--- config.mk ---
export PLATFORM = sky130hd
export DESIGN_NAME = http_status_line_parser
export DESIGN_NICKNAME = d
export VERILOG_FILES = /design/src/rtl/core/hsl_pkg.sv /design/src/rtl/core/hsl_front.sv /design/src/rtl/core/hsl_queue.sv /design/src/rtl/core/hsl_back.sv /design/src/rtl/core/http_status_line_parser.sv
export SDC_FILE = /design/constraint.sdc
export NUM_CORES = 1
export LEC_CHECK = 0
export BUFFER_PORTS_ARGS = -buffer_cell sky130_fd_sc_hd__clkbuf_2
export CAP_MARGIN = 20
export CORE_MARGIN = 1
export CORE_UTILIZATION = 30
export CTS_CLUSTER_DIAMETER = 80
export DETAILED_ROUTE_END_ITERATION = 8
export HOLD_SLACK_MARGIN = 0.1
export PLACE_DENSITY = 0.44
export SETUP_SLACK_MARGIN = 0.1
export SLEW_MARGIN = 20
export SYNTH_ARGS = -nofsm -noshare
export SYNTH_HDL_FRONTEND = slang
export SYNTH_SLANG_ARGS = --single-unit
--- constraint.sdc ---
create_clock -name clk -period 3.1 [get_ports clk]
set_input_delay 0.31 -clock clk [delete_from_list [all_inputs] [get_ports clk]]
set_output_delay 0.31 -clock clk [all_outputs]
set_load 0.02 [all_outputs]
--- src/rtl/core/hsl_pkg.sv ---
// shared types, constants and codes for the http status line parser
package hsl_pkg;

  // length limits of the status line
  localparam int unsigned VERSION_LEN = 8;
  localparam int unsigned REASON_MAX  = 256;

  // counter widths that hold each limit itself
  localparam int unsigned VER_CNT_W = $clog2(VERSION_LEN + 1);
  localparam int unsigned RSN_CNT_W = $clog2(REASON_MAX + 1);

  // depth of the queue between front and back
  localparam int unsigned Q_DEPTH = 2;
  localparam int unsigned Q_PTR_W = (Q_DEPTH > 1) ? $clog2(Q_DEPTH) : 1;
  localparam int unsigned Q_CNT_W = $clog2(Q_DEPTH + 1);

  // character codes
  localparam logic [7:0] CH_SPACE = 8'h20;
  localparam logic [7:0] CH_TAB   = 8'h09;
  localparam logic [7:0] CH_CR    = 8'h0d;
  localparam logic [7:0] CH_LF    = 8'h0a;
  localparam logic [7:0] CH_ZERO  = 8'h30;
  localparam logic [7:0] CH_NINE  = 8'h39;

  // status saturation limit
  localparam logic [15:0] STATUS_MAX = 16'hffff;

  // byte kind codes on the result channel
  localparam logic [2:0] KIND_SKIP    = 3'd0;
  localparam logic [2:0] KIND_VERSION = 3'd1;
  localparam logic [2:0] KIND_REASON  = 3'd2;
  localparam logic [2:0] KIND_HEADER  = 3'd3;
  localparam logic [2:0] KIND_ERROR   = 3'd4;

  // one classified input byte
  typedef struct packed {
    logic [7:0] byte_val;
    logic       is_blank;
    logic       is_eol;
    logic       is_digit;
    logic [3:0] digit;
  } hsl_item_t;

endpackage

--- src/rtl/core/hsl_front.sv ---
// front part: accepts input bytes and classifies them
module hsl_front (
  input  logic              clk,
  input  logic              rst_n,
  input  logic              in_valid,
  output logic              in_ready,
  input  logic [7:0]        in_byte,
  output logic              push_valid,
  input  logic              push_ready,
  output hsl_pkg::hsl_item_t push_item
);
  import hsl_pkg::*;

  logic      vld_r;
  hsl_item_t item_r;
  hsl_item_t item_nxt;
  logic      take;

  // classify the incoming byte
  always_comb begin
    item_nxt.byte_val = in_byte;
    item_nxt.is_blank = (in_byte == CH_SPACE) || (in_byte == CH_TAB);
    item_nxt.is_eol   = (in_byte == CH_CR) || (in_byte == CH_LF);
    item_nxt.is_digit = (in_byte >= CH_ZERO) && (in_byte <= CH_NINE);
    item_nxt.digit    = 4'(in_byte - CH_ZERO);
  end

  // one holding register, refilled as soon as it drains
  assign in_ready   = !vld_r || push_ready;
  assign take       = in_valid && in_ready;
  assign push_valid = vld_r;
  assign push_item  = item_r;

  always_ff @(posedge clk) begin
    if (!rst_n) begin
      vld_r <= 1'b0;
    end else if (take) begin
      vld_r <= 1'b1;
    end else if (push_ready) begin
      vld_r <= 1'b0;
    end
  end

  always_ff @(posedge clk) begin
    if (take) begin
      item_r <= item_nxt;
    end
  end

endmodule

--- src/rtl/core/hsl_queue.sv ---
// short queue of classified bytes between front and back
module hsl_queue (
  input  logic               clk,
  input  logic               rst_n,
  input  logic               push_valid,
  output logic               push_ready,
  input  hsl_pkg::hsl_item_t push_item,
  output logic               pop_valid,
  input  logic               pop_ready,
  output hsl_pkg::hsl_item_t pop_item
);
  import hsl_pkg::*;

  hsl_item_t            slot_r [Q_DEPTH];
  logic [Q_PTR_W-1:0]   wr_ptr_r;
  logic [Q_PTR_W-1:0]   rd_ptr_r;
  logic [Q_CNT_W-1:0]   cnt_r;
  logic                 do_push;
  logic                 do_pop;

  assign push_ready = (cnt_r != Q_CNT_W'(Q_DEPTH));
  assign pop_valid  = (cnt_r != '0);
  assign pop_item   = slot_r[rd_ptr_r];
  assign do_push    = push_valid && push_ready;
  assign do_pop     = pop_valid && pop_ready;

  // pointer and fill count
  always_ff @(posedge clk) begin
    if (!rst_n) begin
      wr_ptr_r <= '0;
      rd_ptr_r <= '0;
      cnt_r    <= '0;
    end else begin
      if (do_push) begin
        wr_ptr_r <= (wr_ptr_r == Q_PTR_W'(Q_DEPTH - 1)) ? '0 : wr_ptr_r + 1'b1;
      end
      if (do_pop) begin
        rd_ptr_r <= (rd_ptr_r == Q_PTR_W'(Q_DEPTH - 1)) ? '0 : rd_ptr_r + 1'b1;
      end
      if (do_push && !do_pop) begin
        cnt_r <= cnt_r + 1'b1;
      end else if (do_pop && !do_push) begin
        cnt_r <= cnt_r - 1'b1;
      end
    end
  end

  // entry storage
  always_ff @(posedge clk) begin
    if (do_push) begin
      slot_r[wr_ptr_r] <= push_item;
    end
  end

endmodule

--- src/rtl/core/hsl_back.sv ---
// back part: status line state machine and result register
module hsl_back (
  input  logic               clk,
  input  logic               rst_n,
  input  logic               pop_valid,
  output logic               pop_ready,
  input  hsl_pkg::hsl_item_t pop_item,
  output logic               out_valid,
  input  logic               out_ready,
  output logic [2:0]         out_byte_kind,
  output logic [7:0]         out_byte,
  output logic [15:0]        out_status_code,
  output logic               out_line_done
);
  import hsl_pkg::*;

  typedef enum logic [2:0] {
    PH_VERSION,
    PH_STATUS,
    PH_REASON,
    PH_HEADER,
    PH_ERROR
  } phase_t;

  phase_t               phase_r, phase_nxt;
  logic [VER_CNT_W-1:0] ver_cnt_r, ver_cnt_nxt;
  logic [RSN_CNT_W-1:0] rsn_cnt_r, rsn_cnt_nxt;
  logic [15:0]          accum_r, accum_nxt;
  logic                 out_vld_r;
  logic [2:0]           kind_r, kind_nxt;
  logic [7:0]           byte_r;
  logic                 done_r, done_nxt;
  logic [19:0]          accum_ext;
  logic                 fire;

  // next item moves when the result register is free or draining
  assign fire      = pop_valid && (!out_vld_r || out_ready);
  assign pop_ready = !out_vld_r || out_ready;

  // status times ten plus digit, saturated
  assign accum_ext = ({4'b0, accum_r} * 20'd10) + {16'b0, pop_item.digit};

  // per-byte phase decisions
  always_comb begin
    phase_nxt   = phase_r;
    ver_cnt_nxt = ver_cnt_r;
    rsn_cnt_nxt = rsn_cnt_r;
    accum_nxt   = accum_r;
    kind_nxt    = KIND_ERROR;
    done_nxt    = 1'b0;
    case (phase_r)
      PH_VERSION: begin
        if (pop_item.is_blank) begin
          if (ver_cnt_r == '0) begin
            kind_nxt = KIND_SKIP;
          end else if (ver_cnt_r != VER_CNT_W'(VERSION_LEN)) begin
            phase_nxt = PH_ERROR;
          end else begin
            accum_nxt = '0;
            phase_nxt = PH_STATUS;
            kind_nxt  = KIND_SKIP;
          end
        end else if (pop_item.is_eol || (ver_cnt_r >= VER_CNT_W'(VERSION_LEN))) begin
          phase_nxt = PH_ERROR;
        end else begin
          ver_cnt_nxt = ver_cnt_r + 1'b1;
          kind_nxt    = KIND_VERSION;
        end
      end
      PH_STATUS: begin
        if (pop_item.is_blank) begin
          if (accum_r != '0) begin
            phase_nxt = PH_REASON;
          end
          kind_nxt = KIND_SKIP;
        end else if (pop_item.is_eol) begin
          phase_nxt = PH_HEADER;
          kind_nxt  = KIND_HEADER;
          done_nxt  = 1'b1;
        end else if (pop_item.is_digit) begin
          accum_nxt = (accum_ext > {4'b0, STATUS_MAX}) ? STATUS_MAX : accum_ext[15:0];
          kind_nxt  = KIND_SKIP;
        end else begin
          phase_nxt = PH_ERROR;
        end
      end
      PH_REASON: begin
        if (pop_item.is_eol) begin
          phase_nxt = PH_HEADER;
          kind_nxt  = KIND_HEADER;
          done_nxt  = 1'b1;
        end else if (pop_item.is_blank && (rsn_cnt_r == '0)) begin
          kind_nxt = KIND_SKIP;
        end else if (rsn_cnt_r >= RSN_CNT_W'(REASON_MAX)) begin
          phase_nxt = PH_ERROR;
        end else begin
          rsn_cnt_nxt = rsn_cnt_r + 1'b1;
          kind_nxt    = KIND_REASON;
        end
      end
      PH_HEADER: begin
        kind_nxt = KIND_HEADER;
      end
      default: begin
        phase_nxt = PH_ERROR;
      end
    endcase
  end

  // state and result register
  always_ff @(posedge clk) begin
    if (!rst_n) begin
      phase_r   <= PH_VERSION;
      ver_cnt_r <= '0;
      rsn_cnt_r <= '0;
      accum_r   <= '0;
      out_vld_r <= 1'b0;
    end else begin
      if (fire) begin
        phase_r   <= phase_nxt;
        ver_cnt_r <= ver_cnt_nxt;
        rsn_cnt_r <= rsn_cnt_nxt;
        accum_r   <= accum_nxt;
        out_vld_r <= 1'b1;
        kind_r    <= kind_nxt;
        byte_r    <= pop_item.byte_val;
        done_r    <= done_nxt;
      end else if (out_ready) begin
        out_vld_r <= 1'b0;
      end
    end
  end

  assign out_valid       = out_vld_r;
  assign out_byte_kind   = kind_r;
  assign out_byte        = byte_r;
  assign out_status_code = accum_r;
  assign out_line_done   = done_r;

endmodule

--- src/rtl/core/http_status_line_parser.sv ---
// top level of the http status line parser
//
//  channel  | ports                                        | direction
//  ---------+----------------------------------------------+----------
//  input    | in_valid, in_ready, in_byte                  | in
//  result   | out_valid, out_ready, out_byte_kind,         | out
//           | out_byte, out_status_code, out_line_done     |
//
// one byte per cycle sustained while out_ready stays high; an accepted byte passes the front
// register, the queue and the result register in that order before it shows on the result channel.
// the status multiply-add in the back part is the only multiply per byte.
// synchronous active-low reset returns to the version phase with all counts zero.
// a stalled result channel fills the result register, the two-entry queue and
// the front register before in_ready drops.
module http_status_line_parser (
  input  logic        clk,
  input  logic        rst_n,
  input  logic        in_valid,
  output logic        in_ready,
  input  logic [7:0]  in_byte,
  output logic        out_valid,
  input  logic        out_ready,
  output logic [2:0]  out_byte_kind,
  output logic [7:0]  out_byte,
  output logic [15:0] out_status_code,
  output logic        out_line_done
);
  import hsl_pkg::*;

  logic      push_valid;
  logic      push_ready;
  hsl_item_t push_item;
  logic      pop_valid;
  logic      pop_ready;
  hsl_item_t pop_item;

  // byte classification
  hsl_front u_front (
    .clk        (clk),
    .rst_n      (rst_n),
    .in_valid   (in_valid),
    .in_ready   (in_ready),
    .in_byte    (in_byte),
    .push_valid (push_valid),
    .push_ready (push_ready),
    .push_item  (push_item)
  );

  // decoupling queue
  hsl_queue u_queue (
    .clk        (clk),
    .rst_n      (rst_n),
    .push_valid (push_valid),
    .push_ready (push_ready),
    .push_item  (push_item),
    .pop_valid  (pop_valid),
    .pop_ready  (pop_ready),
    .pop_item   (pop_item)
  );

  // phase machine and results
  hsl_back u_back (
    .clk             (clk),
    .rst_n           (rst_n),
    .pop_valid       (pop_valid),
    .pop_ready       (pop_ready),
    .pop_item        (pop_item),
    .out_valid       (out_valid),
    .out_ready       (out_ready),
    .out_byte_kind   (out_byte_kind),
    .out_byte        (out_byte),
    .out_status_code (out_status_code),
    .out_line_done   (out_line_done)
  );

endmodule

==> flow_summary.ini, run 1 <==
[sta]
finalSetupTns_ns = 0
maxSlewHeadroom_pct = 53.5
min_period_over_period_pct = 97.0
hold_viol_final = 0
clock_skew_ns = 0.0189
worstMarginPinSlew_ns = 0.694
final.min_clock_period_ns = 3.01
max_freq_mhz = 333
rsz0062_at_grt = true
timing.final.max_slew_violations = 0
finalSetupViolCount = 0

[placement]
dpl.cell_count = 742
placement.io_buffers = 41
hpwlAfterDp_microns = 8530
gp_congestion = 0.859

[setup_path]
required_ns = 3.34
critPathMaxFanout = 5
worstPathArrival_ns = 3.24
critPathLaunchType = register
critPathCaptureType = register
critical_path_class = register to register

[route]
drc = 0
wl_per_cell_microns = 15.4
ant_nets = 0
wl_microns = 11800
first_pass_iters = 4
drt_iter0_markers = 116
vias_per_cell = 5.03
via_count = 3855

[pwr]
power_mw = 3.23
p_leak_nw = 2.47
p_int_mw = 2.23
powerDensity_nw_per_um2 = 525
p_sw_share_pct = 30.8
power_frac_comb_pct = 21.4
ir_worst_vdd_mv = 0.367
seqPwrFrac_pct = 43.8
power_switching_uw = 992
pwr-share-clk_pct = 34.8

[synth]
ys.flop_type = edfxtp_1
synth.distinct_cells = 69
synth_top_area_cell = edfxtp_1
synth-warning-count = 0
netlist_instances = 469
ys_ff_latch = 84
async_reset_ff_share_pct = 0
avgSynthCellArea_sq_um = 10.2
netlist.area_leader.share_pct = 28.2
yosysMostFrequentCell = nor2_1
ys_seq_area_share_pct = 44.6
synth_common_cells = nor2_1, edfxtp_1, dfxtp_1
synth.top_cells.by_area = edfxtp_1, dfxtp_1, ha_1
syn_area_sq_um = 4780
synth_edf_count = 45
synth_nets = 519

[cts]
clk_pin_slew_ns = 0.08
clockRootBuffer = clkbuf_16
cts_hold_buf = 0
clk_path_buf_depth = 2
worstSkewPairLatency_ns = 0.36
cts_tree = done
cts-buffers-inserted = 9
htreeDepth = 3
clock_sinks = 84

[floorplanning]
die_w_microns = 128
initial_core_util_pct = 31.1
rows = 45
ios = 42
core_area_sq_um = 15400
fp.dieH_microns = 128
dieArea_sq_um = 16500

[job]
maxCapViolations = 0

[global_routing]
grt_max_degree = 29
gr-total-overflow = 0
antenna_found_initial = 0
grt_pass1_wl_microns = 19200
track_usage_pct = 15.2
grt_pass1_vias = 3789

[final_layout]
fin_nets = 600
antenna_cells = 0
n_fill_cell = 1500
final_layout_size_suffix_gt1_share_pct = 31.0
syn_to_final_growth_pct = 28.3
fin_cells = 766

[outcome]
status = finished, final reports clean

[worst_hold_path]
min_path_type = input pin to register
-- final cells by class --
| type | count | area [sq um] | share of cell area [%] |
|---|---|---|---|
| multi-input combinational | 347 | 2760 | 44.9 |
| sequential | 84 | 2150 | 35.1 |
| timing repair buffer | 86 | 576 | 9.37 |
| tap | 211 | 264 | 4.30 |
| clock buffer | 9 | 225 | 3.67 |
| inverter | 22 | 82.6 | 1.35 |
| clock inverter | 7 | 81.3 | 1.32 |
-- registers in the layout (all words and copies together), names as in the netlist, named ones only --
signal / flops
u_back.out_status_code: 16
u_back.out_byte: 8
u_back.out_valid: 1
u_back.ver_cnt_r: 4
u_queue.rd_ptr_r: 1
u_front.push_valid: 1
u_queue.slot_r: 22
u_back.phase_r: 3
u_front.push_item: 11
u_queue.wr_ptr_r: 1
u_back.out_line_done: 1
u_back.out_byte_kind: 3
u_back.rsn_cnt_r: 9
u_queue.cnt_r: 2
-- routing by layer --
metal	share of wire [%]	up-vias	routed length, microns	track usage (%)
met5	0	-	0	0
met4	1.6	0	189	5.47
li1	-	1905	-	-
met3	3.0	13	352	3.30
met2	50	58	5860	25.9
met1	46	1879	5430	18.8
-- critical path, stage by stage (launching register included) --
cell and delay (ns):
dfxtp_4 0.36, buf_4 0.14, ha_1 0.20, ha_1 0.23, a21o_1 0.21, a31o_4 0.23
o211ai_2 0.21, o311ai_4 0.15, buf_4 0.18, or4b_1 0.55, xor2_1 0.16, a32oi_1 0.19
o21ai_1 0.08
-- metrics by stage --
stage / utilization [%] / setup WS, ns / hold slack, ns / area [sq um]
2_1_floorplan: - / 0.101 / 0.409 / 4830
3_3_place_gp: 35.8 / -0.0173 / 0.422 / 5500
3_5_place_dp: 35.8 / -0.0462 / 0.432 / 5500
4_1_cts: 39.6 / 0.0951 / 0.145 / 6080
5_1_grt: 39.9 / -0.0378 / 0.141 / 6140
6_report: 39.9 / 0.0939 / 0.166 / 6140
-- layout by cell type, fill, tap and decap left out, drive strengths merged, types with 4 or more instances in the layout --
| master | n |
|---|---|
| or3 | 5 |
| nor4 | 9 |
| xnor2 | 7 |
| nand4 | 6 |
| clkbuf | 50 |
| a21oi | 34 |
| mux2 | 9 |
| dfxtp | 39 |
| a211oi | 6 |
| ha | 36 |
| a32oi | 4 |
| xor2 | 21 |
| nand2b | 4 |
| nor2 | 54 |
| o21a | 5 |
| a21o | 7 |
| nor3 | 12 |
| o21ai | 21 |
| inv | 26 |
| o211ai | 4 |
| edfxtp | 45 |
| nand3 | 10 |
| and2 | 10 |
| buf | 45 |
| nand2 | 24 |
| mux2i | 6 |
| and3 | 5 |
-- cell families after synthesis --
| logic type | after synthesis | share of synthesized area, % |
|---|---|---|
| simple gates | 156 | 16.8 |
| compound gates | 110 | 16.1 |
| flops | 84 | 44.6 |
| buf+inv | 38 | 3.71 |
| fa+ha+maj | 38 | 10.3 |
| xor+xnor | 28 | 5.13 |
| mux | 15 | 3.37 |
-- worst paths after layout --
path | startpoint | end | slack, ns | cells past startpoint
setup / recovery | u_back.out_status_code[3] | u_back.out_status_code[12] | 0.09 | 12
hold / removal | in_byte[6] | u_front.push_item[13] | 0.17 | 1
setup reg to reg | u_back.out_status_code[3] | u_back.out_status_code[12] | 0.09 | 12
hold reg to reg | u_front.push_item[0] | u_queue.slot_r[1][7] | 0.44 | 0
-- power groups by stage --
stage / logic [mW] / registers (mW) / clock network, mW
after floorplan: 0.465 / 1.45 / 0
after global placement: 0.687 / 1.44 / 0
after detailed placement: 0.690 / 1.44 / 0
after CTS: 0.698 / 1.41 / 1.16
after global routing: 0.763 / 1.43 / 1.20
final: 0.690 / 1.41 / 1.12
-- repair_timing --
item	CTS	global route
pin swaps	20	10
endpoints found under the setup margin	16	16
gates resized for setup	32	19
buffers inserted	8	0
gates cloned	1	0
No activity file was read; power rests on OpenSTA's default activity.
==> run 2, diff against run 1 <==
--- a/config.mk
+++ b/config.mk
@@ -5,6 +5,7 @@
 export SDC_FILE = /design/constraint.sdc
 export NUM_CORES = 1
 export LEC_CHECK = 0
+export ABC_AREA = 1
 export BUFFER_PORTS_ARGS = -buffer_cell sky130_fd_sc_hd__clkbuf_2
 export CAP_MARGIN = 20
 export CORE_MARGIN = 1
==> flow_summary.ini, run 2 <==
[route]
drc = 0
wl_per_cell_microns = 12.8
ant_nets = 0
first_pass_iters = 4
wl_microns = 11400
drt_iter0_markers = 160
via_count = 4104
vias_per_cell = 4.61

[cts]
worstSkewPairLatency_ns = 0.34
htreeDepth = 3
clk_path_buf_depth = 2
cts-buffers-inserted = 9
cts_tree = done
clk_pin_slew_ns = 0.06
clock_sinks = 84
cts_hold_buf = 0
clockRootBuffer = clkbuf_16

[final_layout]
fin_nets = 716
final_cell_mix = nand2_1, inv_1, edfxtp_1
final_common_cell = nand2_1
final_layout_size_suffix_gt1_share_pct = 26.2
syn_to_final_growth_pct = 16.5
antenna_cells = 0
largest_reg_flops = 22
top_register = u_queue.slot_r

[pwr]
p_leak_nw = 2.70
p_sw_share_pct = 33.5
ir_worst_vdd_mv = 0.319
powerDensity_nw_per_um2 = 538
power_mw = 3.26
power_frac_comb_pct = 26.1
power_switching_mw = 1.09
pwr-share-clk_pct = 30.1
seqPwrFrac_pct = 43.8
p_int_mw = 2.17

[global_routing]
grt_max_degree = 17
gr-total-overflow = 0
track_usage_pct = 13.3
antenna_found_initial = 0
grt_pass1_wl_microns = 19000
grt_pass1_vias = 4026

[synth]
synth_top_family_by_area = simple AND/OR/NAND/NOR gates
synthAdderAreaFrac_pct = 9.42
synth.top_cells.by_area = edfxtp_1, dfxtp_1, nand2_1
netlist.area_leader.share_pct = 25.9
ys_seq_area_share_pct = 40.9
synth_nets = 658
ys_ff_latch = 84
netlist_instances = 608
synth_common_cells = nand2_1, inv_1, edfxtp_1
synth-warning-count = 0
synth_top_area_cell = edfxtp_1
yosysMostFrequentCell = nand2_1
synth_edf_count = 45
async_reset_ff_share_pct = 0
avgSynthCellArea_sq_um = 8.56
ys.flop_type = edfxtp_1
synth_compound_area_share_pct = 9.80
muxShareOfSynthArea_pct = 0.192
synth.distinct_cells = 48
synthXorXnorAreaFrac_pct = 1.68
yosys.area_share.simple_pct = 30.1
syn_area_sq_um = 5210

[setup_path]
r2r_slack_ns = 0.26
worstPathArrival_ns = 3.05
critPathCaptureType = register
critPathLaunchType = register
critical_path_class = register to register
critPathMaxFanout = 8
required_ns = 3.32

[placement]
gp_congestion = 0.817
hpwlAfterDp_microns = 8690
placement.io_buffers = 41

[floorplanning]
rows = 47
initial_core_util_pct = 31.1
die_w_microns = 134
dieArea_sq_um = 17900
core_area_sq_um = 16800
ios = 42
fp.dieH_microns = 134

[sta]
finalSetupViolCount = 0
rsz0062_at_grt = false
max_freq_mhz = 352
timing.final.max_slew_violations = 0
worstMarginPinSlew_ns = 0.948
maxSlewHeadroom_pct = 36.6
final.min_clock_period_ns = 2.84
min_period_over_period_pct = 91.6
clock_skew_ns = 0.00733
finalSetupTns_ns = 0
hold_viol_final = 0

[job]
maxCapViolations = 0

[outcome]
status = finished, final reports clean

[worst_hold_path]
min_path_type = input pin to register
[run 2: cells by family after synthesis]
kind of cell / Yosys count
AOI/OAI and AO/OA: 81
xor gates and xnor gates: 10
adders and majority gates: 38
buffers and inverters: 93
DFF: 84
muxes: 1
and+or+nand+nor: 301
[run 2: what timing repair did]
| action | in CTS | in global routing |
|---|---|---|
| setup buffers | 0 | 3 |
| pin swaps | 0 | 7 |
| endpoints found under the setup margin | 11 | 16 |
| gates resized for setup | 1 | 16 |
| cloned | 0 | 1 |
[run 2: worst max-delay path, stage by stage, from the launching register on]
cell     delay [ns]
dfxtp_2        0.32
ha_1           0.29
ha_2           0.20
inv_1          0.08
fa_2           0.47
nor2_4         0.14
nand3_4        0.09
a21oi_4        0.19
nand3_4        0.10
nor2_4         0.12
nand2_2        0.09
nor2_4         0.14
nand3_4        0.14
nand2_8        0.14
nand3_1        0.07
nand2_1        0.08
a21oi_2        0.05
[run 2: per-layer routing]
metal  vias to the layer above  share of wire, %  global-route usage, %
met5                         -                 0                      0
met4                         0               1.7                   5.30
met3                        15               2.3                   2.09
met2                        48                48                   22.6
met1                      1903                48                   16.6
li1                       2138                 -                      -
[run 2: layout make-up]
cell class,instances,area (sq um)
repair buffers,54,315
multi-input cells,432,2750
well taps,220,275
clock buffers,10,229
clock inverters,6,40.0
flip-flops and latches,84,2140
inverters,85,320
fillers,1765,10700
[run 2: final timing paths]
check                                          startpoint                         to  cells after the start
worst min register to register      u_front.push_item[13]      u_queue.slot_r[1][13]                      0
worst min-delay path                           in_byte[1]       u_front.push_item[1]                      1
worst max-delay path            u_back.out_status_code[1]  u_back.out_status_code[2]                     16
worst max register to register  u_back.out_status_code[1]  u_back.out_status_code[2]                     16
[run 2: stage by stage]
stage	cell area (sq um)	hold WS [ns]	util (%)	std cells	worst slack, ns
finish	6070	0.199	36.2	891	0.261
global route	6070	0.181	36.2	891	0.104
CTS	5960	0.184	35.6	887	0.106
detailed placement	5690	0.433	33.9	871	0.0940
global placement	5690	0.427	33.9	871	0.151
floorplan	5210	0.409	-	608	0.119
[run 2: power groups by stage]
stage | combinational [mW] | clock, mW | sequential (mW)
floorplan | 0.532 | 0 | 1.51
global placement | 0.847 | 0 | 1.45
detailed placement | 0.858 | 0 | 1.45
CTS | 0.860 | 1.01 | 1.43
global route | 0.966 | 1.06 | 1.44
finish | 0.853 | 0.981 | 1.43
